[config.mk]
export PLATFORM = sky130hd
export DESIGN_NAME = shard_splitter_crc32_flat
export DESIGN_NICKNAME = d
export VERILOG_FILES = /design/src/ssc_pkg.sv /design/src/ssc_if.sv /design/src/ssc_front.sv /design/src/ssc_queue.sv /design/src/ssc_back.sv /design/src/shard_splitter_crc32.sv /design/src/flat_wrapper.sv
export VERILOG_INCLUDE_DIRS = /design/src /design/src/src
export SDC_FILE = /design/constraint.sdc
export NUM_CORES = 1
export LEC_CHECK = 0
export ABC_CLOCK_PERIOD_IN_PS = 9600
export BUFFER_PORTS_ARGS = -buffer_cell sky130_fd_sc_hd__buf_4
export CAP_MARGIN = 25
export CORE_MARGIN = 2
export CORE_UTILIZATION = 41
export DETAILED_ROUTE_END_ITERATION = 8
export PLACE_DENSITY_LB_ADDON = 0.12
export SYNTH_ARGS = -nofsm -noshare
export SYNTH_HDL_FRONTEND = slang
export SYNTH_HIERARCHICAL = 1
export SYNTH_SLANG_ARGS = --single-unit
[constraint.sdc]
create_clock -name clk -period 9.6 [get_ports clk]
set_input_delay 0.96 -clock clk [delete_from_list [all_inputs] [get_ports clk]]
set_output_delay 0.96 -clock clk [all_outputs]
set_load 0.02 [all_outputs]
[src/assert_macros.svh]
// ----------------------------------------------------------------------------
// assert_macros.svh: shared concurrent assertion macros
// Clocked, reset-qualified property checks used by the shard splitter.
// ----------------------------------------------------------------------------
`ifndef ASSERT_MACROS_SVH
`define ASSERT_MACROS_SVH

// Property must hold at every clock edge outside reset.
`define ASSERT_ALWAYS(label, clk, rst_n, prop, msg) \
    label: assert property (@(posedge clk) disable iff (!rst_n) (prop)) else $error(msg);

// Antecedent implies consequent in the same cycle, outside reset.
`define ASSERT_IMPLY(label, clk, rst_n, ante, cons, msg) \
    label: assert property (@(posedge clk) disable iff (!rst_n) (ante) |-> (cons)) \
        else $error(msg);

`endif

[src/ssc_pkg.sv]
// ----------------------------------------------------------------------------
// ssc_pkg: shared types and constants for the shard splitter
// Field widths, CRC-32 constants, queue entry and status structs, CRC step.
// ----------------------------------------------------------------------------
package ssc_pkg;

    localparam int DATA_W      = 8;
    localparam int LEN_W       = 25;
    localparam int NUM_W       = 32;
    localparam int CRC_W       = 32;
    localparam int QUEUE_DEPTH = 4;

    localparam logic [CRC_W-1:0] CRC_POLY = 32'hEDB88320;
    localparam logic [CRC_W-1:0] CRC_ONES = 32'hFFFFFFFF;

    localparam logic [LEN_W-1:0] SIZE_DEFAULT = 25'd65536;
    localparam logic [LEN_W-1:0] SIZE_MAX     = 25'd16777216;

    // One classified byte on its way from front to back.
    typedef struct packed {
        logic [DATA_W-1:0] data_byte;
        logic              object_end;
        logic              close;
        logic [LEN_W-1:0]  length;
    } entry_t;

    typedef struct packed {
        logic full;
        logic empty;
    } qstat_t;

    typedef struct packed {
        logic [LEN_W-1:0] bytes_in_shard;
    } fstat_t;

    typedef struct packed {
        logic [NUM_W-1:0] shard_counter;
    } bstat_t;

    // Reflected CRC-32, one byte, LSB first.
    function automatic logic [CRC_W-1:0] crc32_byte(input logic [CRC_W-1:0] crc,
                                                    input logic [DATA_W-1:0] data);
        logic [CRC_W-1:0] c;
        c = crc ^ {{(CRC_W-DATA_W){1'b0}}, data};
        for (int i = 0; i < DATA_W; i++)
        begin
            c = c[0] ? ((c >> 1) ^ CRC_POLY) : (c >> 1);
        end
        return c;
    endfunction

endpackage

[src/ssc_if.sv]
// ----------------------------------------------------------------------------
// ssc_if: stream interfaces for the shard splitter
// Byte channel in, shard descriptor channel out, both valid/ready.
// ----------------------------------------------------------------------------
interface ssc_byte_if;
    logic                      valid;
    logic                      ready;
    logic [ssc_pkg::DATA_W-1:0] data_byte;
    logic                      object_end;

    modport source (output valid, output data_byte, output object_end, input ready);
    modport sink   (input valid, input data_byte, input object_end, output ready);
endinterface

interface ssc_shard_if;
    logic                      valid;
    logic                      ready;
    logic [ssc_pkg::NUM_W-1:0] shard_number;
    logic [ssc_pkg::LEN_W-1:0] shard_length;
    logic [ssc_pkg::CRC_W-1:0] crc_value;
    logic                      final_shard;

    modport source (output valid, output shard_number, output shard_length,
                    output crc_value, output final_shard, input ready);
    modport sink   (input valid, input shard_number, input shard_length,
                    input crc_value, input final_shard, output ready);
endinterface

[src/ssc_front.sv]
// ----------------------------------------------------------------------------
// ssc_front: byte intake and shard boundary classification
// Counts bytes in the current shard and tags each byte that closes a shard.
// ----------------------------------------------------------------------------
module ssc_front
(
    input  logic                      clk,
    input  logic                      rst_n,
    ssc_byte_if.sink                  stream,
    input  logic [ssc_pkg::LEN_W-1:0] eff_size,
    input  ssc_pkg::qstat_t           qstat,
    output logic                      push_valid,
    output ssc_pkg::entry_t           push_entry,
    output ssc_pkg::fstat_t           fstat
);

    logic [ssc_pkg::LEN_W-1:0] bytes_reg;
    logic [ssc_pkg::LEN_W-1:0] bytes_next;
    logic [ssc_pkg::LEN_W-1:0] count;
    logic                      close;
    logic                      accept;

    assign stream.ready = !qstat.full;
    assign accept       = stream.valid && stream.ready;

    // bytes_reg stays below 2^24, so the increment cannot wrap
    assign count = bytes_reg + 1'b1;
    assign close = (count >= eff_size) || stream.object_end;

    always_comb
    begin
        bytes_next = bytes_reg;
        if (accept)
        begin
            bytes_next = close ? '0 : count;
        end
    end

    always_ff @(posedge clk or negedge rst_n)
    begin
        if (!rst_n)
        begin
            bytes_reg <= '0;
        end
        else
        begin
            bytes_reg <= bytes_next;
        end
    end

    assign push_valid            = stream.valid;
    assign push_entry.data_byte  = stream.data_byte;
    assign push_entry.object_end = stream.object_end;
    assign push_entry.close      = close;
    assign push_entry.length     = count;

    assign fstat.bytes_in_shard = bytes_reg;

endmodule

[src/ssc_queue.sv]
// ----------------------------------------------------------------------------
// ssc_queue: small FIFO between front and back
// Register array with wrapping pointers and a fill level.
// ----------------------------------------------------------------------------
module ssc_queue
#(
    parameter int DEPTH = ssc_pkg::QUEUE_DEPTH
)
(
    input  logic            clk,
    input  logic            rst_n,
    input  logic            push_valid,
    input  ssc_pkg::entry_t push_entry,
    output logic            pop_valid,
    input  logic            pop_ready,
    output ssc_pkg::entry_t pop_entry,
    output ssc_pkg::qstat_t qstat
);

    localparam int PTR_W = (DEPTH > 1) ? $clog2(DEPTH) : 1;
    localparam int LVL_W = $clog2(DEPTH + 1);
    localparam logic [PTR_W-1:0] PTR_LAST = PTR_W'(DEPTH - 1);
    localparam logic [LVL_W-1:0] LVL_FULL = LVL_W'(DEPTH);

    ssc_pkg::entry_t  slot_reg [DEPTH];
    logic [PTR_W-1:0] wr_ptr_reg;
    logic [PTR_W-1:0] wr_ptr_next;
    logic [PTR_W-1:0] rd_ptr_reg;
    logic [PTR_W-1:0] rd_ptr_next;
    logic [LVL_W-1:0] level_reg;
    logic [LVL_W-1:0] level_next;
    logic             do_push;
    logic             do_pop;

    assign qstat.full  = (level_reg == LVL_FULL);
    assign qstat.empty = (level_reg == '0);
    assign pop_valid   = !qstat.empty;
    assign pop_entry   = slot_reg[rd_ptr_reg];

    assign do_push = push_valid && !qstat.full;
    assign do_pop  = pop_valid && pop_ready;

    always_comb
    begin
        wr_ptr_next = wr_ptr_reg;
        rd_ptr_next = rd_ptr_reg;
        level_next  = level_reg;
        if (do_push)
        begin
            wr_ptr_next = (wr_ptr_reg == PTR_LAST) ? '0 : wr_ptr_reg + 1'b1;
        end
        if (do_pop)
        begin
            rd_ptr_next = (rd_ptr_reg == PTR_LAST) ? '0 : rd_ptr_reg + 1'b1;
        end
        if (do_push && !do_pop)
        begin
            level_next = level_reg + 1'b1;
        end
        else if (do_pop && !do_push)
        begin
            level_next = level_reg - 1'b1;
        end
    end

    always_ff @(posedge clk or negedge rst_n)
    begin
        if (!rst_n)
        begin
            wr_ptr_reg <= '0;
            rd_ptr_reg <= '0;
            level_reg  <= '0;
        end
        else
        begin
            wr_ptr_reg <= wr_ptr_next;
            rd_ptr_reg <= rd_ptr_next;
            level_reg  <= level_next;
        end
    end

    always_ff @(posedge clk)
    begin
        if (do_push)
        begin
            slot_reg[wr_ptr_reg] <= push_entry;
        end
    end

endmodule

[src/ssc_back.sv]
// ----------------------------------------------------------------------------
// ssc_back: CRC accumulation and shard descriptor output
// Folds one byte per cycle into the running CRC; a closing byte waits for a
// free output register, then loads it with shard number, length and final CRC.
// ----------------------------------------------------------------------------
module ssc_back
(
    input  logic            clk,
    input  logic            rst_n,
    input  logic            pop_valid,
    output logic            pop_ready,
    input  ssc_pkg::entry_t pop_entry,
    ssc_shard_if.source     result,
    output ssc_pkg::bstat_t bstat
);

    logic [ssc_pkg::CRC_W-1:0] crc_reg;
    logic [ssc_pkg::CRC_W-1:0] crc_next;
    logic [ssc_pkg::NUM_W-1:0] counter_reg;
    logic [ssc_pkg::NUM_W-1:0] counter_next;
    logic                      out_valid_reg;
    logic                      out_valid_next;
    logic [ssc_pkg::NUM_W-1:0] number_reg;
    logic [ssc_pkg::LEN_W-1:0] length_reg;
    logic [ssc_pkg::CRC_W-1:0] crc_out_reg;
    logic                      final_reg;
    logic [ssc_pkg::CRC_W-1:0] crc_step;
    logic                      slot_free;
    logic                      take;
    logic                      emit;

    assign crc_step  = ssc_pkg::crc32_byte(crc_reg, pop_entry.data_byte);
    assign slot_free = !out_valid_reg || result.ready;
    // non-closing bytes never wait on the output side
    assign pop_ready = !pop_entry.close || slot_free;
    assign take      = pop_valid && pop_ready;
    assign emit      = take && pop_entry.close;

    always_comb
    begin
        crc_next       = crc_reg;
        counter_next   = counter_reg;
        out_valid_next = out_valid_reg;
        if (result.ready)
        begin
            out_valid_next = 1'b0;
        end
        if (take)
        begin
            crc_next = crc_step;
        end
        if (emit)
        begin
            crc_next       = ssc_pkg::CRC_ONES;
            counter_next   = pop_entry.object_end ? '0 : counter_reg + 1'b1;
            out_valid_next = 1'b1;
        end
    end

    always_ff @(posedge clk or negedge rst_n)
    begin
        if (!rst_n)
        begin
            crc_reg       <= ssc_pkg::CRC_ONES;
            counter_reg   <= '0;
            out_valid_reg <= 1'b0;
        end
        else
        begin
            crc_reg       <= crc_next;
            counter_reg   <= counter_next;
            out_valid_reg <= out_valid_next;
        end
    end

    always_ff @(posedge clk)
    begin
        if (emit)
        begin
            number_reg  <= counter_reg;
            length_reg  <= pop_entry.length;
            crc_out_reg <= crc_step ^ ssc_pkg::CRC_ONES;
            final_reg   <= pop_entry.object_end;
        end
    end

    assign result.valid        = out_valid_reg;
    assign result.shard_number = number_reg;
    assign result.shard_length = length_reg;
    assign result.crc_value    = crc_out_reg;
    assign result.final_shard  = final_reg;

    assign bstat.shard_counter = counter_reg;

endmodule

[src/shard_splitter_crc32.sv]
// ----------------------------------------------------------------------------
// Usage: bytes of an object enter on stream (valid/ready), object_end set on
// the object's last byte. Each completed shard leaves on result as one
// transfer: shard number, length, CRC-32 (reflected, 0xEDB88320, inverted)
// and a flag for the object's last shard. cfg_write/cfg_data set the shard
// size (0 selects 65536, values above 2^24 clamp to 2^24); write it only
// while the block is idle.
// Throughput: one byte per clock while the queue is not full, set by the
// single-byte CRC step in the back end. A closing byte is written into the
// queue; from the queue head it loads the output register once that is free.
// Reset: shard size 65536, byte count and shard number zero, queue empty.
// Receiver stall: the back keeps folding non-closing bytes into the CRC; a
// closing byte waits in the queue, and stream.ready drops once the queue is
// full.
// ----------------------------------------------------------------------------
`include "assert_macros.svh"

module shard_splitter_crc32
#(
    parameter int QUEUE_DEPTH = ssc_pkg::QUEUE_DEPTH
)
(
    input  logic                      clk,
    input  logic                      rst_n,
    ssc_byte_if.sink                  stream,
    ssc_shard_if.source               result,
    input  logic                      cfg_write,
    input  logic [ssc_pkg::LEN_W-1:0] cfg_data
);

    logic [ssc_pkg::LEN_W-1:0] eff_size_reg;
    logic [ssc_pkg::LEN_W-1:0] eff_size_next;
    logic                      push_valid;
    ssc_pkg::entry_t           push_entry;
    logic                      pop_valid;
    logic                      pop_ready;
    ssc_pkg::entry_t           pop_entry;
    ssc_pkg::qstat_t           qstat;
    ssc_pkg::fstat_t           fstat;
    ssc_pkg::bstat_t           bstat;

    // store the effective size so the front compare sees a clean register
    always_comb
    begin
        eff_size_next = eff_size_reg;
        if (cfg_write)
        begin
            if (cfg_data == '0)
            begin
                eff_size_next = ssc_pkg::SIZE_DEFAULT;
            end
            else if (cfg_data > ssc_pkg::SIZE_MAX)
            begin
                eff_size_next = ssc_pkg::SIZE_MAX;
            end
            else
            begin
                eff_size_next = cfg_data;
            end
        end
    end

    always_ff @(posedge clk or negedge rst_n)
    begin
        if (!rst_n)
        begin
            eff_size_reg <= ssc_pkg::SIZE_DEFAULT;
        end
        else
        begin
            eff_size_reg <= eff_size_next;
        end
    end

    ssc_front u_front
    (
        .clk        (clk),
        .rst_n      (rst_n),
        .stream     (stream),
        .eff_size   (eff_size_reg),
        .qstat      (qstat),
        .push_valid (push_valid),
        .push_entry (push_entry),
        .fstat      (fstat)
    );

    ssc_queue #(.DEPTH(QUEUE_DEPTH)) u_queue
    (
        .clk        (clk),
        .rst_n      (rst_n),
        .push_valid (push_valid),
        .push_entry (push_entry),
        .pop_valid  (pop_valid),
        .pop_ready  (pop_ready),
        .pop_entry  (pop_entry),
        .qstat      (qstat)
    );

    ssc_back u_back
    (
        .clk       (clk),
        .rst_n     (rst_n),
        .pop_valid (pop_valid),
        .pop_ready (pop_ready),
        .pop_entry (pop_entry),
        .result    (result),
        .bstat     (bstat)
    );

    `ASSERT_ALWAYS(a_queue_level_sane, clk, rst_n,
        !(qstat.full && qstat.empty), "queue both full and empty")
    `ASSERT_ALWAYS(a_count_in_range, clk, rst_n,
        fstat.bytes_in_shard < ssc_pkg::SIZE_MAX, "shard byte count overran")
    `ASSERT_IMPLY(a_counter_follows_out, clk, rst_n,
        result.valid && !result.final_shard,
        bstat.shard_counter == (result.shard_number + 32'd1), "shard counter out of step")
    `ASSERT_IMPLY(a_counter_clears_final, clk, rst_n,
        result.valid && result.final_shard,
        bstat.shard_counter == '0, "shard counter not cleared after final shard")

endmodule

[src/flat_wrapper.sv]
// flat-port wrapper written by rule: the top's interface ports become plain ports
module shard_splitter_crc32_flat 
#(
    parameter int QUEUE_DEPTH = ssc_pkg::QUEUE_DEPTH
)
  (clk, rst_n, cfg_write, cfg_data, stream_valid, stream_data_byte, stream_object_end, stream_ready, result_valid, result_shard_number, result_shard_length, result_crc_value, result_final_shard, result_ready);
  ssc_byte_if stream_i ();
  ssc_shard_if result_i ();
  input  logic clk;
  input  logic rst_n;
  input  logic cfg_write;
  input  logic [ssc_pkg::LEN_W-1:0] cfg_data;
  input wire logic [$bits(stream_i.valid)-1:0] stream_valid;
  input wire logic [$bits(stream_i.data_byte)-1:0] stream_data_byte;
  input wire logic [$bits(stream_i.object_end)-1:0] stream_object_end;
  output wire logic [$bits(stream_i.ready)-1:0] stream_ready;
  output wire logic [$bits(result_i.valid)-1:0] result_valid;
  output wire logic [$bits(result_i.shard_number)-1:0] result_shard_number;
  output wire logic [$bits(result_i.shard_length)-1:0] result_shard_length;
  output wire logic [$bits(result_i.crc_value)-1:0] result_crc_value;
  output wire logic [$bits(result_i.final_shard)-1:0] result_final_shard;
  input wire logic [$bits(result_i.ready)-1:0] result_ready;
  assign stream_i.valid = stream_valid;
  assign stream_i.data_byte = stream_data_byte;
  assign stream_i.object_end = stream_object_end;
  assign stream_ready = stream_i.ready;
  assign result_valid = result_i.valid;
  assign result_shard_number = result_i.shard_number;
  assign result_shard_length = result_i.shard_length;
  assign result_crc_value = result_i.crc_value;
  assign result_final_shard = result_i.final_shard;
  assign result_i.ready = result_ready;
  shard_splitter_crc32 #(.QUEUE_DEPTH(QUEUE_DEPTH)) u_core (.clk(clk), .rst_n(rst_n), .stream(stream_i), .result(result_i), .cfg_write(cfg_write), .cfg_data(cfg_data));
endmodule
After elaboration in Yosys (flattened, before gate mapping)
Memory sizes are Yosys's and may differ from the RTL's.
Index checks and enable logic that the tools add are counted.
{"block": "word_totals", "n_memories": 1, "out_inout_bits": 92, "input_bits": 39, "ff_bits": 212, "wordCells": 75, "mem_bits_rw": 140, "latchBits": 0, "romBits": 0}
{"memory": "u_core.u_queue.slot_reg", "words": 4, "word_bits": 35, "read_ports": 1, "rd_ports_with_merged_regs": 0, "wr": 1, "line_no": "ssc_queue.sv:25", "text": "ssc_pkg::entry_t slot_reg [DEPTH];"}
{"block": "classes", "bitwise": 10, "n_div": 0, "mux": 22, "n_shift": 0, "n_eq_ne": 3, "n_lt_le_gt_ge": 2, "addsub": 6, "mul": 0, "reduce_logical": 19}
{"operator": "two-way mux 32 bit", "count": 11}
{"operator": "inverter 13 -> 14 bit", "count": 8}
{"operator": "two-way mux 25 bit", "count": 3}
{"operator": "adder 32 x 1 -> 32 bit, second input constant", "count": 1}
{"operator": "inverter 32 bit", "count": 1}
{"operator": "bitwise XOR 32 x 8 -> 32 bit", "count": 1}
{"operator": "adder 25 x 1 -> 25 bit, second input constant", "count": 1}
{"operator": "greater-or-equal comparator 25 bit", "count": 1}
{"operator": "greater-than comparator 25 bit, second input constant", "count": 1}
{"operator": "logical NOT 25 bit", "count": 1}
{"operator": "logical NOT 1 bit", "count": 6}
{"operator": "two-way mux 3 bit", "count": 2}
{"operator": "nonzero test 2 bit", "count": 3}
{"operator": "logical AND 1 bit", "count": 5}
{"operator": "adder 2 x 1 -> 2 bit, second input constant", "count": 2}
{"operator": "== test 2 bit, second input constant", "count": 2}
{"operator": "two-way mux 1 bit", "count": 4}
{"operator": "two-way mux 2 bit", "count": 2}
{"operator": "adder 3 x 1 -> 3 bit, second input constant", "count": 1}
{"operator": "== test 3 bit, second input constant", "count": 1}
{"operator": "logical NOT 3 bit", "count": 1}
{"operator": "logical OR 1 bit", "count": 3}
{"operator": "subtractor 3 x 1 -> 3 bit, second input constant", "count": 1}

Logic depth before layout (Yosys ltp)
Gate-level depths: netlist (run 1).
An unclocked memory read counts as a cell.
{"block": "depth", "depth_word": 20, "ltp_mapped": 16, "ltp_nobuf": 14}

By module
The synthesis (run 1) kept the hierarchy.
{"module": "ssc_back", "area_each_um2": 6211.0, "cells_each": 450, "instances": 1, "seq_area_each_um2": 4369.2}
{"module": "ssc_queue", "area_each_um2": 5569.1, "cells_each": 221, "instances": 1, "seq_area_each_um2": 4379.2}
{"module": "ssc_front", "area_each_um2": 2497.4, "cells_each": 314, "instances": 1, "seq_area_each_um2": 625.6}
{"module": "shard_splitter_crc32", "area_each_um2": 1134.8, "cells_each": 114, "instances": 1, "seq_area_each_um2": 626.9}

Worst setup path before layout (run 1)
OpenSTA, ideal clock, no wires.
{"block": "synth_path", "kind": "input to register", "startpoint": "input result_ready", "endpoint": "register u_core.u_back.counter_reg (netlist bit u_core/u_back/bstat[10])", "n_path_buf": 2, "required_time_ps": 9468, "path_stages": 7, "setup_slack_ps": 5635, "setup_time_ps": 132, "arrival_time_ps": 3833, "cell_sequence": "nand2b_1 -> nand3_1 -> inv_1 -> and2_1 -> clkbuf_1 -> clkbuf_1 -> nor2_1"}
{"block": "synth_between", "elab_chain_len": 4}
{"element": "from (decl)", "line_no": "flat_wrapper.sv:22", "text": "input wire logic [$bits(result_i.ready)-1:0] result_ready;"}
{"element": "logical OR 1 bit", "line_no": "ssc_back.sv:33", "text": "assign slot_free = !out_valid_reg || result.ready;"}
{"element": "logical OR 1 bit", "line_no": "ssc_back.sv:35", "text": "assign pop_ready = !pop_entry.close || slot_free;"}
{"element": "logical AND 1 bit", "line_no": "ssc_back.sv:36", "text": "assign take = pop_valid && pop_ready;"}
{"element": "logical AND 1 bit", "line_no": "ssc_back.sv:37", "text": "assign emit = take && pop_entry.close;"}
{"element": "net u_core.u_back.emit", "line_no": "ssc_back.sv:30", "text": "logic emit;"}
{"element": "to (signal assigned)", "line_no": "ssc_back.sv:71", "text": "counter_reg <= counter_next;"}
{"element": "to (decl)", "line_no": "ssc_back.sv:19", "text": "logic [ssc_pkg::NUM_W-1:0] counter_reg;"}
The timed path passes the listed nets, and every way through them passes these cells.
A chain may end at the register's enable or synchronous reset.

==> results of run 1 <==
[critical path, delay by kind of cell (launching register included)]
family / cells / cell delay [ps]
flops: 1 / 460
fa+ha+maj: 2 / 670
xor+xnor: 1 / 470
compound gates: 3 / 1330
simple gates: 6 / 1520
[layer usage]
layer / vias to the layer above / part of all wire [%]
met3: 28 / 4.7
met5: - / 0
met4: 0 / 1.2
met1: 4327 / 45
li1: 4237 / -
met2: 183 / 49
[how the worst max path moves through the flow]
stage                                        startpoint                              endpoint  slack (ps)  cells after the start
floorplan                                  result_ready   u_core/u_back/bstat[10]$_DFFE_PN0P_        5640                      7
global placement    u_core/u_front/fstat[3]$_DFFE_PN0P_  u_core/u_front/fstat[16]$_DFFE_PN0P_        5310                     11
detailed placement  u_core/u_front/fstat[0]$_DFFE_PN0P_  u_core/u_front/fstat[12]$_DFFE_PN0P_        5100                     12
CTS                 u_core/u_front/fstat[0]$_DFFE_PN0P_  u_core/u_front/fstat[12]$_DFFE_PN0P_        5070                     12
global route        u_core/u_front/fstat[0]$_DFFE_PN0P_  u_core/u_front/fstat[12]$_DFFE_PN0P_        4710                     12
finish              u_core/u_front/fstat[0]$_DFFE_PN0P_  u_core/u_front/fstat[12]$_DFFE_PN0P_        5020                     12
[metrics by stage]
stage	utilization, %	area (um^2)	power [mW]	instances
after detailed placement	44.8	16700	5.57	1659
after global placement	44.8	16700	5.56	1659
after CTS	48.2	18000	7.04	1730
after floorplan	-	15400	4.67	1098
final	48.3	18000	6.93	1732
after global routing	48.3	18000	7.38	1732
[power by group through the flow]
stage	clock (mW)	sequential [mW]	combinational, mW
2_1_floorplan	0	2.83	1.84
3_3_place_gp	0	2.61	2.95
3_5_place_dp	0	2.62	2.96
4_1_cts	1.49	2.59	2.96
5_1_grt	1.55	2.63	3.19
6_report	1.45	2.58	2.90
[placed cells by master (no fill, tap or decap), drive strengths merged, types with 2 or more instances in the layout]
master  count
o31ai       7
or4         3
ha         33
mux2        7
nand2      68
bufinv      3
clkbuf     60
edfxtp    230
o21ai      42
buf       145
inv        74
nor3       24
nand3      38
dfstp      33
nor2b       6
and2       11
dfrtp      89
nor3b       3
and3        7
xnor2      72
nand3b     26
nand4      19
and4        7
or3         6
a31oi       2
a21o        5
clkinv      8
o211ai     12
nor4       16
xor2       38
mux4       35
nor2       65
a21oi      51
a31o        2
[cell type report]
class	instances	area, um^2	share of cell area (%)
Clock buffer	60	1120	6.20
Clock inverter	11	129	0.715
Inverter	74	280	1.56
Multi-Input combinational cell	616	4780	26.5
Sequential cell	352	10000	55.5
Tap cell	474	593	3.29
Timing Repair Buffer	145	1120	6.20
==> metrics.md, run 1 <==
| Metric | Value |
|---|---|
| Outcome | finished clean |
| Area Overhead vs Synth | 16.9% |
| Clk sinks | 352 |
| Period utilization | 47.7% |
| 1st-iter DRT viols | 429 |
| Worst setup margin | 5020 ps |
| Vias/cell | 5.07 |
| Register share of total power | a little under two fifths |
| Antenna violations before repair | 0 |
| Post-CTS Hold Buffers | 0 |
| CP Class | reg2reg |
| Crit path DAT | 4990 ps |
| Die footprint | 39100 um^2 |
| Logic pwr share | 41.9% |
| Synthesized area | 15400 um^2 |
| PostCTS Resize Cnt | 0 |
| Met3 GRT Util | between 3 and 4% |
| Clk buf depth | 3 |
| Max FFs per register | 140 |
| Die Wd | between 150 and 200 um |
| Core area | 37300 um^2 |
| GR peak layer | met2 |
| Share of cells above drive strength 1 | between 20% and 30% |
| Root buf cell | clkbuf_16 |
| Setup Fix Bufs, Post-CTS | 0 |
| Io pins | between 100 and 150 |
| Fillers | approximately 3300 |
| Cell Pwr Density | 385 nW/um^2 |
| Clock skew | 18.5 ps |
| Cell row count | slightly above 70 |
| Wire per inst | 17.8 um |
| Critical R2R Launch | u_core/u_front/fstat[0]$_DFFE_PN0P_ |
| DP Worst Slack | 5100 ps |
| Ys Warns | 6 |
| Starting Density | 41.3% |
| Endpoints failing setup | 0 |
| Max Cap Viol | 0 |
| Worst hold path type | in2async |
| Reg2Reg Setup Slack | 5020 ps |
| Port bufs | 130 |
| Routing usage on met2 | between 20% and 30% |
| Drt first pass iters | 5 |
| Critical path data required time | 10020 ps |
| Setup repair after global routing missed its margin | no |
| Vias | around 8800 |
| Cell count of the worst reg-to-reg path | 12 |
| Hold Fails Final Rpt | 0 |
| Final Wtd Congestion | 0.765 |
| WHS | between 200 and 300 ps |
| GRT Total Usage | 16.0% |
| Worst slew pin tran | 1040 ps |
| Worst slew margin | 30.3% |
| Final Routed Wirelength | 30900 um |
| M1 GR Usage | 21.9% |
| HPWL after DPL | 20000 um |
| Final #Nets | 1301 |
| Chip height | 198 um |
| Fmax | 0.219 GHz |
| Clock-pin slew on the worst setup and hold paths | 60 ps |
| Peak supply drop | 196 uV |
| H-tree levels | 2 |
| CP peak stage delay | 780 ps |
| Reg-to-reg endpoint | u_core/u_front/fstat[12]$_DFFE_PN0P_ |
| Setup crit end kind | register |
| Residual DRC | 0 |
| TritonCTS Buffers | 39 |
| CTS tree | yes |
| Pins Over Slew Limit | 0 |
| Syn_area_per_cell | 14.0 um^2 |
| Post-synthesis cell count | 1098 |
| Setup TNS | 0 ps |
| # diodes | 0 |
| Startpoint Class | register |
| Syn nets | roughly 1200 |
| Pin count of the biggest net entering global routing | 73 |
| Grt ovf | 0 |
| Clock share of power | 20.9% |
| Crit-path slowest cell | o2111a_1 |
| Worst skew pair latency | 530 ps |
| Number of global-route vias before repair | 8693 |
| P_sw | between 2 and 2.5 mW |
| CP dominant cell by count | ha_1 |
| Power Internal | 4.44 mW |
| Crit path time final | between 4000 and 5000 ps |
| First-pass GRT wire length | 48900 um |
| Worst-path cell chain | ha_1, nand3_1, nor3_2, nand4_1, xnor2_1, ha_1, and4_1, and4_4, a311oi_2, o2111a_1, nand2_4, o31ai_1 |
| Crit-path max FO | 18 |
| Sw frac | 36.0% |
| Detail Route Antenna Nets | 0 |
| Leakage Power | 6.83 nW |
Power figures use the tool's default switching activity.
==> inputs of run 2 (changes only) <==
--- a/config.mk
+++ b/config.mk
@@ -6,7 +6,7 @@
 export SDC_FILE = /design/constraint.sdc
 export NUM_CORES = 1
 export LEC_CHECK = 0
-export ABC_CLOCK_PERIOD_IN_PS = 9600
+export ABC_CLOCK_PERIOD_IN_PS = 4400
 export BUFFER_PORTS_ARGS = -buffer_cell sky130_fd_sc_hd__buf_4
 export CAP_MARGIN = 25
 export CORE_MARGIN = 2
==> constraint.sdc (replaced) <==
create_clock -name clk -period 4.4 [get_ports clk]
set_input_delay 0.44 -clock clk [delete_from_list [all_inputs] [get_ports clk]]
set_output_delay 0.44 -clock clk [all_outputs]
set_load 0.02 [all_outputs]
==> run 2 against run 1 <==
Against the previous run: die area stayed put; sequential share of layout area down 0.23 points; worst setup slack worse by 4700 ps; final area is 0.42% higher; utilization grew 0.20 points; register-to-register slack lost 4700 ps; clock skew fell by 4.2 ps; count of clock-buffer cells in the layout decreased by 7; fmax rose by 11%; hold slack got worse by 280 ps; power up 120%; sequential power grew 120%; largest cell class unchanged; largest power group unchanged.
==> metrics.md, run 2 (same netlist as run 1, synthesis figures left out) <==
| Metric | Value |
|---|---|
| Crit path DAT | 4550 ps |
| CP peak stage delay | ~450 ps |
| Placed cell area | 16800 um^2 |
| Grt ovf | 0 |
| Max FFs per register | 140 |
| Critical path data required time | 4840 ps |
| Clk sinks | ~350 |
| H-tree levels | 2 |
| Outcome | finished clean |
| Endpoints failing setup | 0 |
| Power Internal | about 9.7 mW |
| Clock share of power | around a fifth |
| Critical R2R Launch | u_core/u_front/fstat[0]$_DFFE_PN0P_ |
| GRT Total Usage | approximately 16% |
| Port bufs | 130 |
| CP Class | reg2reg |
| Crit path buf inv count | 1 |
| Setup crit end kind | register |
| Peak supply drop | 435 uV |
| WHS | 2.29 ps |
| Period utilization | 93.5% |
| Worst hold path type | in2async |
| Antenna violations before repair | 0 |
| Pins Over Slew Limit | 0 |
| Leading cell type in the layout, fill and taps excluded | edfxtp_1 |
| CTS tree | yes |
| First-pass GRT wire length | ~50000 um |
| DR top layer | met4 |
| WL met2 | between 10000 and 15000 um |
| Die footprint | slightly below 40000 um^2 |
| Final Wtd Congestion | 0.779 |
| M1 wire length | between 10000 and 15000 um |
| Startpoint Class | register |
| Reg2Reg Setup Slack | 290 ps |
| Pin count of the biggest net entering global routing | 68 |
| Max Cap Viol | 0 |
| Final Routed Wirelength | between 30000 and 40000 um |
| Residual DRC | 0 |
| Wire per inst | 17.8 um |
| P_sw | 5.54 mW |
| Crit-path slowest cell | dfrtp_1 |
| HPWL after DPL | about 20000 um |
| Starting Density | 41.3% |
| Detail Route Antenna Nets | 0 |
| Design area | 18100 um^2 |
| Core area | roughly 37000 um^2 |
| Crit path time final | 4110 ps |
| 1st-iter DRT viols | 535 |
| Cell count of the worst reg-to-reg path | 14 |
| Met3 routed WL | 1360 um |
| Crit path max-delay family | simple AND/OR/NAND/NOR gates |
| Worst-path cell chain | ha_1, nand3_1, nor3_2, nand2_2, nor4_2, xnor2_1, inv_1, ha_1, and4_1, and4_4, a311oi_2, o2111a_1, nand2_4, o31ai_1 |
| Clock-pin slew on the worst setup and hold paths | ~60 ps |
| Setup Fix Bufs, Post-CTS | 0 |
| Clock skew | roughly 14 ps |
| Hold Fails Final Rpt | 0 |
| Final #Nets | 1310 |
| Worst slew margin | ~36% |
| Clk buf depth | 3 |
| Area Overhead vs Synth | 17.4% |
| DP Worst Slack | 224 ps |
| # diodes | 0 |
| Die Wd | ~200 um |
| Vias | roughly 8800 |
| CP dominant cell by count | ha_1 |
| Io pins | between 100 and 150 |
| Vias/cell | 5.08 |
| Crit-path max FO | 18 |
| Register share of total power | 37.1% |
| Chip height | between 150 and 200 um |
| Reg-to-reg endpoint | u_core/u_front/fstat[16]$_DFFE_PN0P_ |
| Instance count on the critical path | 14 |
| Fillers | 3278 |
| Cell Pwr Density | 844 nW/um^2 |
| Worst skew pair latency | 550 ps |
| CP endpoint | u_core/u_front/fstat[16]$_DFFE_PN0P_ |
| TritonCTS Buffers | 39 |
| Commonest non-fill, non-tap cells in the layout | 230 x edfxtp_1, 154 x buf_4, 88 x dfrtp_1 |
| Drt first pass iters | 5 |
| Sw frac | 36.3% |
| Worst slew pin tran | approximately 970 ps |
| Number of global-route vias before repair | slightly below 9000 |
| Worst setup margin | roughly 290 ps |
| Cell row count | a little over 70 |
| Share of cells above drive strength 1 | between 20% and 30% |
| Root buf cell | clkbuf_16 |
| Logic pwr share | 41.8% |
| Leakage Power | 6.90 nW |
| Worst setup startpoint | u_core/u_front/fstat[0]$_DFFE_PN0P_ |
| Fmax | 0.243 GHz |
## run 2: cell types whose count changed in the layout (fill, tap and decap cells not counted), moves of 2 or more
cell        delta
buf_4         +11
clkbuf_1       -8
clkinv_1       +2
clkinv_2       +2
clkinvlp_4     +2
xnor2_1        -2
xnor2_2        +2
## run 2: per-stage QoR
step	cells	setup TNS, ps	power [mW]	util [%]
2_1_floorplan	1098	0	10.2	-
3_3_place_gp	1670	0	12.2	45.0
3_5_place_dp	1670	0	12.3	45.0
4_1_cts	1741	0	15.5	48.4
5_1_grt	1741	-15.2	16.2	48.5
6_report	1741	0	15.3	48.5
## run 2: worst min path at each step
stage,start,end,depth (start not counted)
after floorplan,rst_n,u_core/eff_size_reg[0]$_DFFE_PN0P_,0
after global placement,u_core/u_back/bstat[31]$_DFFE_PN0P_,u_core/u_back/result.shard_number[31]$_DFFE_PP_,0
after detailed placement,u_core/u_back/bstat[31]$_DFFE_PN0P_,u_core/u_back/result.shard_number[31]$_DFFE_PP_,0
after CTS,rst_n,u_core/u_back/bstat[23]$_DFFE_PN0P_,1
after global routing,rst_n,u_core/u_back/bstat[23]$_DFFE_PN0P_,1
final,rst_n,u_core/u_back/bstat[23]$_DFFE_PN0P_,1
## run 2: cell type report
| cell class | instances | area, um^2 | share of cell area [%] |
|---|---|---|---|
| sequential | 352 | 10000 | 55.3 |
| inverter | 74 | 280 | 1.55 |
| clock inverter | 18 | 166 | 0.920 |
| multi-input combinational | 616 | 4790 | 26.5 |
| timing repair buffer | 154 | 1160 | 6.39 |
| clock buffer | 53 | 1100 | 6.09 |
| tap | 474 | 593 | 3.28 |
## run 2: routing by layer
layer | track usage (%) | vias up
li1 | - | 4260
met1 | 22.0 | 4356
met2 | 26.9 | 179
met3 | 3.58 | 44
met4 | 4.32 | 0
met5 | 0 | -
## run 2: repair_timing
| action | CTS | global route |
|---|---|---|
| resized for setup | 0 | 2 |
| setup endpoints to repair | 0 | 18 |
| hold buffers | 0 | 0 |
## run 2: power groups by stage
| stage | sequential (mW) | combinational, mW | clock (mW) |
|---|---|---|---|
| floorplan | 6.17 | 4.02 | 0 |
| global placement | 5.72 | 6.45 | 0 |
| detailed placement | 5.74 | 6.51 | 0 |
| CTS | 5.68 | 6.53 | 3.33 |
| global route | 5.77 | 7.01 | 3.44 |
| finish | 5.66 | 6.39 | 3.21 |
==> inputs of run 3 (changes only) <==
--- a/config.mk
+++ b/config.mk
@@ -6,7 +6,7 @@
 export SDC_FILE = /design/constraint.sdc
 export NUM_CORES = 1
 export LEC_CHECK = 0
-export ABC_CLOCK_PERIOD_IN_PS = 4400
+export ABC_CLOCK_PERIOD_IN_PS = 4700
 export BUFFER_PORTS_ARGS = -buffer_cell sky130_fd_sc_hd__buf_4
 export CAP_MARGIN = 25
 export CORE_MARGIN = 2
==> constraint.sdc (replaced) <==
create_clock -name clk -period 4.7 [get_ports clk]
set_input_delay 0.47 -clock clk [delete_from_list [all_inputs] [get_ports clk]]
set_output_delay 0.47 -clock clk [all_outputs]
set_load 0.02 [all_outputs]
==> run 3 against run 2 <==
Against the previous run: the flow now finishes with violations (negative hold slack); largest power group unchanged; routed wire length decreased by 0.14%; cell count decreased by 0.40%; highest routed layer unchanged; utilization decreased by 0.13 points; via count decreased by 0.95%; clock skew decreased by 2.4 ps; worst setup slack improved by 360 ps; sequential power decreased by 6.5%; critical path depth decreased by 1; sequential cell count unchanged; fmax increased by 1.4%.
==> metrics.md, run 3 (same netlist as run 1, synthesis figures left out) <==
| Metric | Value |
|---|---|
| Vias/cell | 5.05 |
| # diodes | 0 |
| Worst setup startpoint | u_core/u_front/fstat[0]$_DFFE_PN0P_ |
| Clock-pin slew on the worst setup and hold paths | roughly 60 ps |
| Final Wtd Congestion | 0.825 |
| Port bufs | 130 |
| Die footprint | 39100 um^2 |
| Met3 GRT Util | 3.56% |
| Antenna violations before repair | 0 |
| Crit-path max FO | 7 |
| Peak supply drop | 497 uV |
| Outcome | finished, violations left |
| Failing checks | negative hold slack |
| Total Power | 14.2 mW |
| Fillers | ~3300 |
| Crit path time final | 4060 ps |
| WHS | -5.07 ps |
| Core area | 37300 um^2 |
| M1 GR Usage | 21.8% |
| Cell Pwr Density | 788 nW/um^2 |
| Final Routed Wirelength | 31000 um |
| CP peak stage delay | approximately 480 ps |
| HPWL after DPL | just over 20000 um |
| Crit-path slowest cell | xnor2_1 |
| Worst slew pin tran | 981 ps |
| CTS tree | yes |
| Startpoint Class | register |
| P_sw | 5.16 mW |
| Worst hold path type | in2async |
| Logic pwr share | 42.1% |
| PostCTS Resize Cnt | 0 |
| Critical R2R Launch | u_core/u_front/fstat[0]$_DFFE_PN0P_ |
| Post-CTS Hold Buffers | 0 |
| Worst slew margin | 34.6% |
| GRT Total Usage | 16.2% |
| Crit path max-delay family | simple AND/OR/NAND/NOR gates |
| Die Wd | 198 um |
| Design area | 18000 um^2 |
| Setup Fix Bufs, Post-CTS | 0 |
| Number of global-route vias before repair | approximately 8700 |
| Clock skew | roughly 12 ps |
| Setup TNS | 0 ps |
| 1st-iter DRT viols | 520 |
| Sw frac | around 36% |
| Clk sinks | 352 |
| Wire per inst | 17.9 um |
| H-tree levels | 2 |
| Final #Nets | 1304 |
| Share of cells above drive strength 1 | approximately a quarter |
| Detail Route Antenna Nets | 0 |
| Register share of total power | 37.2% |
| Grt ovf | 0 |
| Residual DRC | 0 |
| Crit path DAT | 4500 ps |
| Max FFs per register | 140 |
| Commonest non-fill, non-tap cells in the layout | 230 x edfxtp_1, 144 x buf_4, 88 x dfrtp_1 |
| Area Overhead vs Synth | 17.1% |
| Leakage Power | 6.85 nW |
| Io pins | 131 |
| Period utilization | 86.3% |
| Reg2Reg Setup Slack | approximately 640 ps |
| Fmax | 0.246 GHz |
| Fin util | just under 50% |
| Clk buf depth | 3 |
| Critical path data required time | 5140 ps |
| Setup crit end kind | register |
| Max Cap Viol | 0 |
| Starting Density | 41.3% |
| Routing usage on met2 | 26.7% |
| Instance count on the critical path | 13 |
| Setup repair after global routing missed its margin | no |
| First-pass GRT wire length | 49400 um |
| CP Class | reg2reg |
| Cell row count | 71 |
| Root buf cell | clkbuf_16 |
| GR peak layer | met2 |
| Placed cell area | 16800 um^2 |
| Crit path buf inv count | 1 |
| Cell count of the worst reg-to-reg path | 13 |
| TritonCTS Buffers | 39 |
| Reg-to-reg endpoint | u_core/u_front/fstat[7]$_DFFE_PN0P_ |
| Leading cell type in the layout, fill and taps excluded | edfxtp_1 |
| Chip height | 198 um |
| Endpoints failing setup | 0 |
| CP endpoint | u_core/u_front/fstat[7]$_DFFE_PN0P_ |
| Clock share of power | roughly 21% |
| Worst-path cell chain | ha_1, nand3_1, nor3_2, nand4_1, xnor2_1, ha_1, and4_1, and4_4, a311oi_2, o2111a_1, buf_4, nand3_1, o21ai_0 |
| Hold Fails Final Rpt | 2 |
| Drt first pass iters | 4 |
| Power Internal | 9.05 mW |
| Pin count of the biggest net entering global routing | ~120 |
| Worst skew pair latency | 540 ps |
| Pins Over Slew Limit | 0 |
| Vias | 8755 |
[run 3: layer usage]
metal / vias to the layer above / wire (um) / part of all wire (%)
met5: - / 0 / 0
met4: 0 / 492 / 1.6
met3: 33 / 1430 / 4.6
met2: 162 / 15000 / 49
met1: 4329 / 14000 / 45
li1: 4231 / - / -
[run 3: worst register-to-register path, delay by kind of cell, from the launching register on]
family | cells | cell delay [ps]
AND/OR/NAND/NOR | 6 | 1220
AO/OA/AOI/OAI | 3 | 890
adder cells (fa/ha/maj) | 2 | 680
XOR/XNOR | 1 | 480
flip-flops | 1 | 460
buffers and inverters | 1 | 230
[run 3: worst min path at each step]
stage,cells after the start,from,endpoint
after floorplan,0,rst_n,u_core/eff_size_reg[0]$_DFFE_PN0P_
final,2,rst_n,u_core/u_back/bstat[29]$_DFFE_PN0P_
after CTS,2,rst_n,u_core/u_back/bstat[27]$_DFFE_PN0P_
after global routing,2,rst_n,u_core/u_back/bstat[26]$_DFFE_PN0P_
after global placement,0,u_core/u_back/bstat[31]$_DFFE_PN0P_,u_core/u_back/result.shard_number[31]$_DFFE_PP_
after detailed placement,0,u_core/u_back/bstat[31]$_DFFE_PN0P_,u_core/u_back/result.shard_number[31]$_DFFE_PP_
[run 3: per-stage QoR]
| step | instances | setup WS, ps |
|---|---|---|
| 6_report | 1734 | 643 |
| 5_1_grt | 1734 | 401 |
| 4_1_cts | 1734 | 695 |
| 3_5_place_dp | 1664 | 682 |
| 3_3_place_gp | 1664 | 894 |
| 2_1_floorplan | 1098 | 863 |
[run 3: power groups by stage]
| stage | combinational, mW | sequential (mW) | clock [mW] |
|---|---|---|---|
| 2_1_floorplan | 3.76 | 5.77 | 0 |
| 3_3_place_gp | 6.06 | 5.34 | 0 |
| 3_5_place_dp | 6.09 | 5.36 | 0 |
| 4_1_cts | 6.10 | 5.31 | 3.04 |
| 5_1_grt | 6.57 | 5.39 | 3.15 |
| 6_report | 5.98 | 5.29 | 2.94 |
[run 3: area by class of cell]
class / count / area [um^2] / share of cell area, %
Tap cell: 474 / 593 / 3.29
Clock buffer: 56 / 1110 / 6.17
Clock inverter: 14 / 116 / 0.645
Timing Repair Buffer: 148 / 1160 / 6.44
Inverter: 74 / 280 / 1.55
Multi-Input combinational cell: 616 / 4780 / 26.5
Sequential cell: 352 / 10000 / 55.4
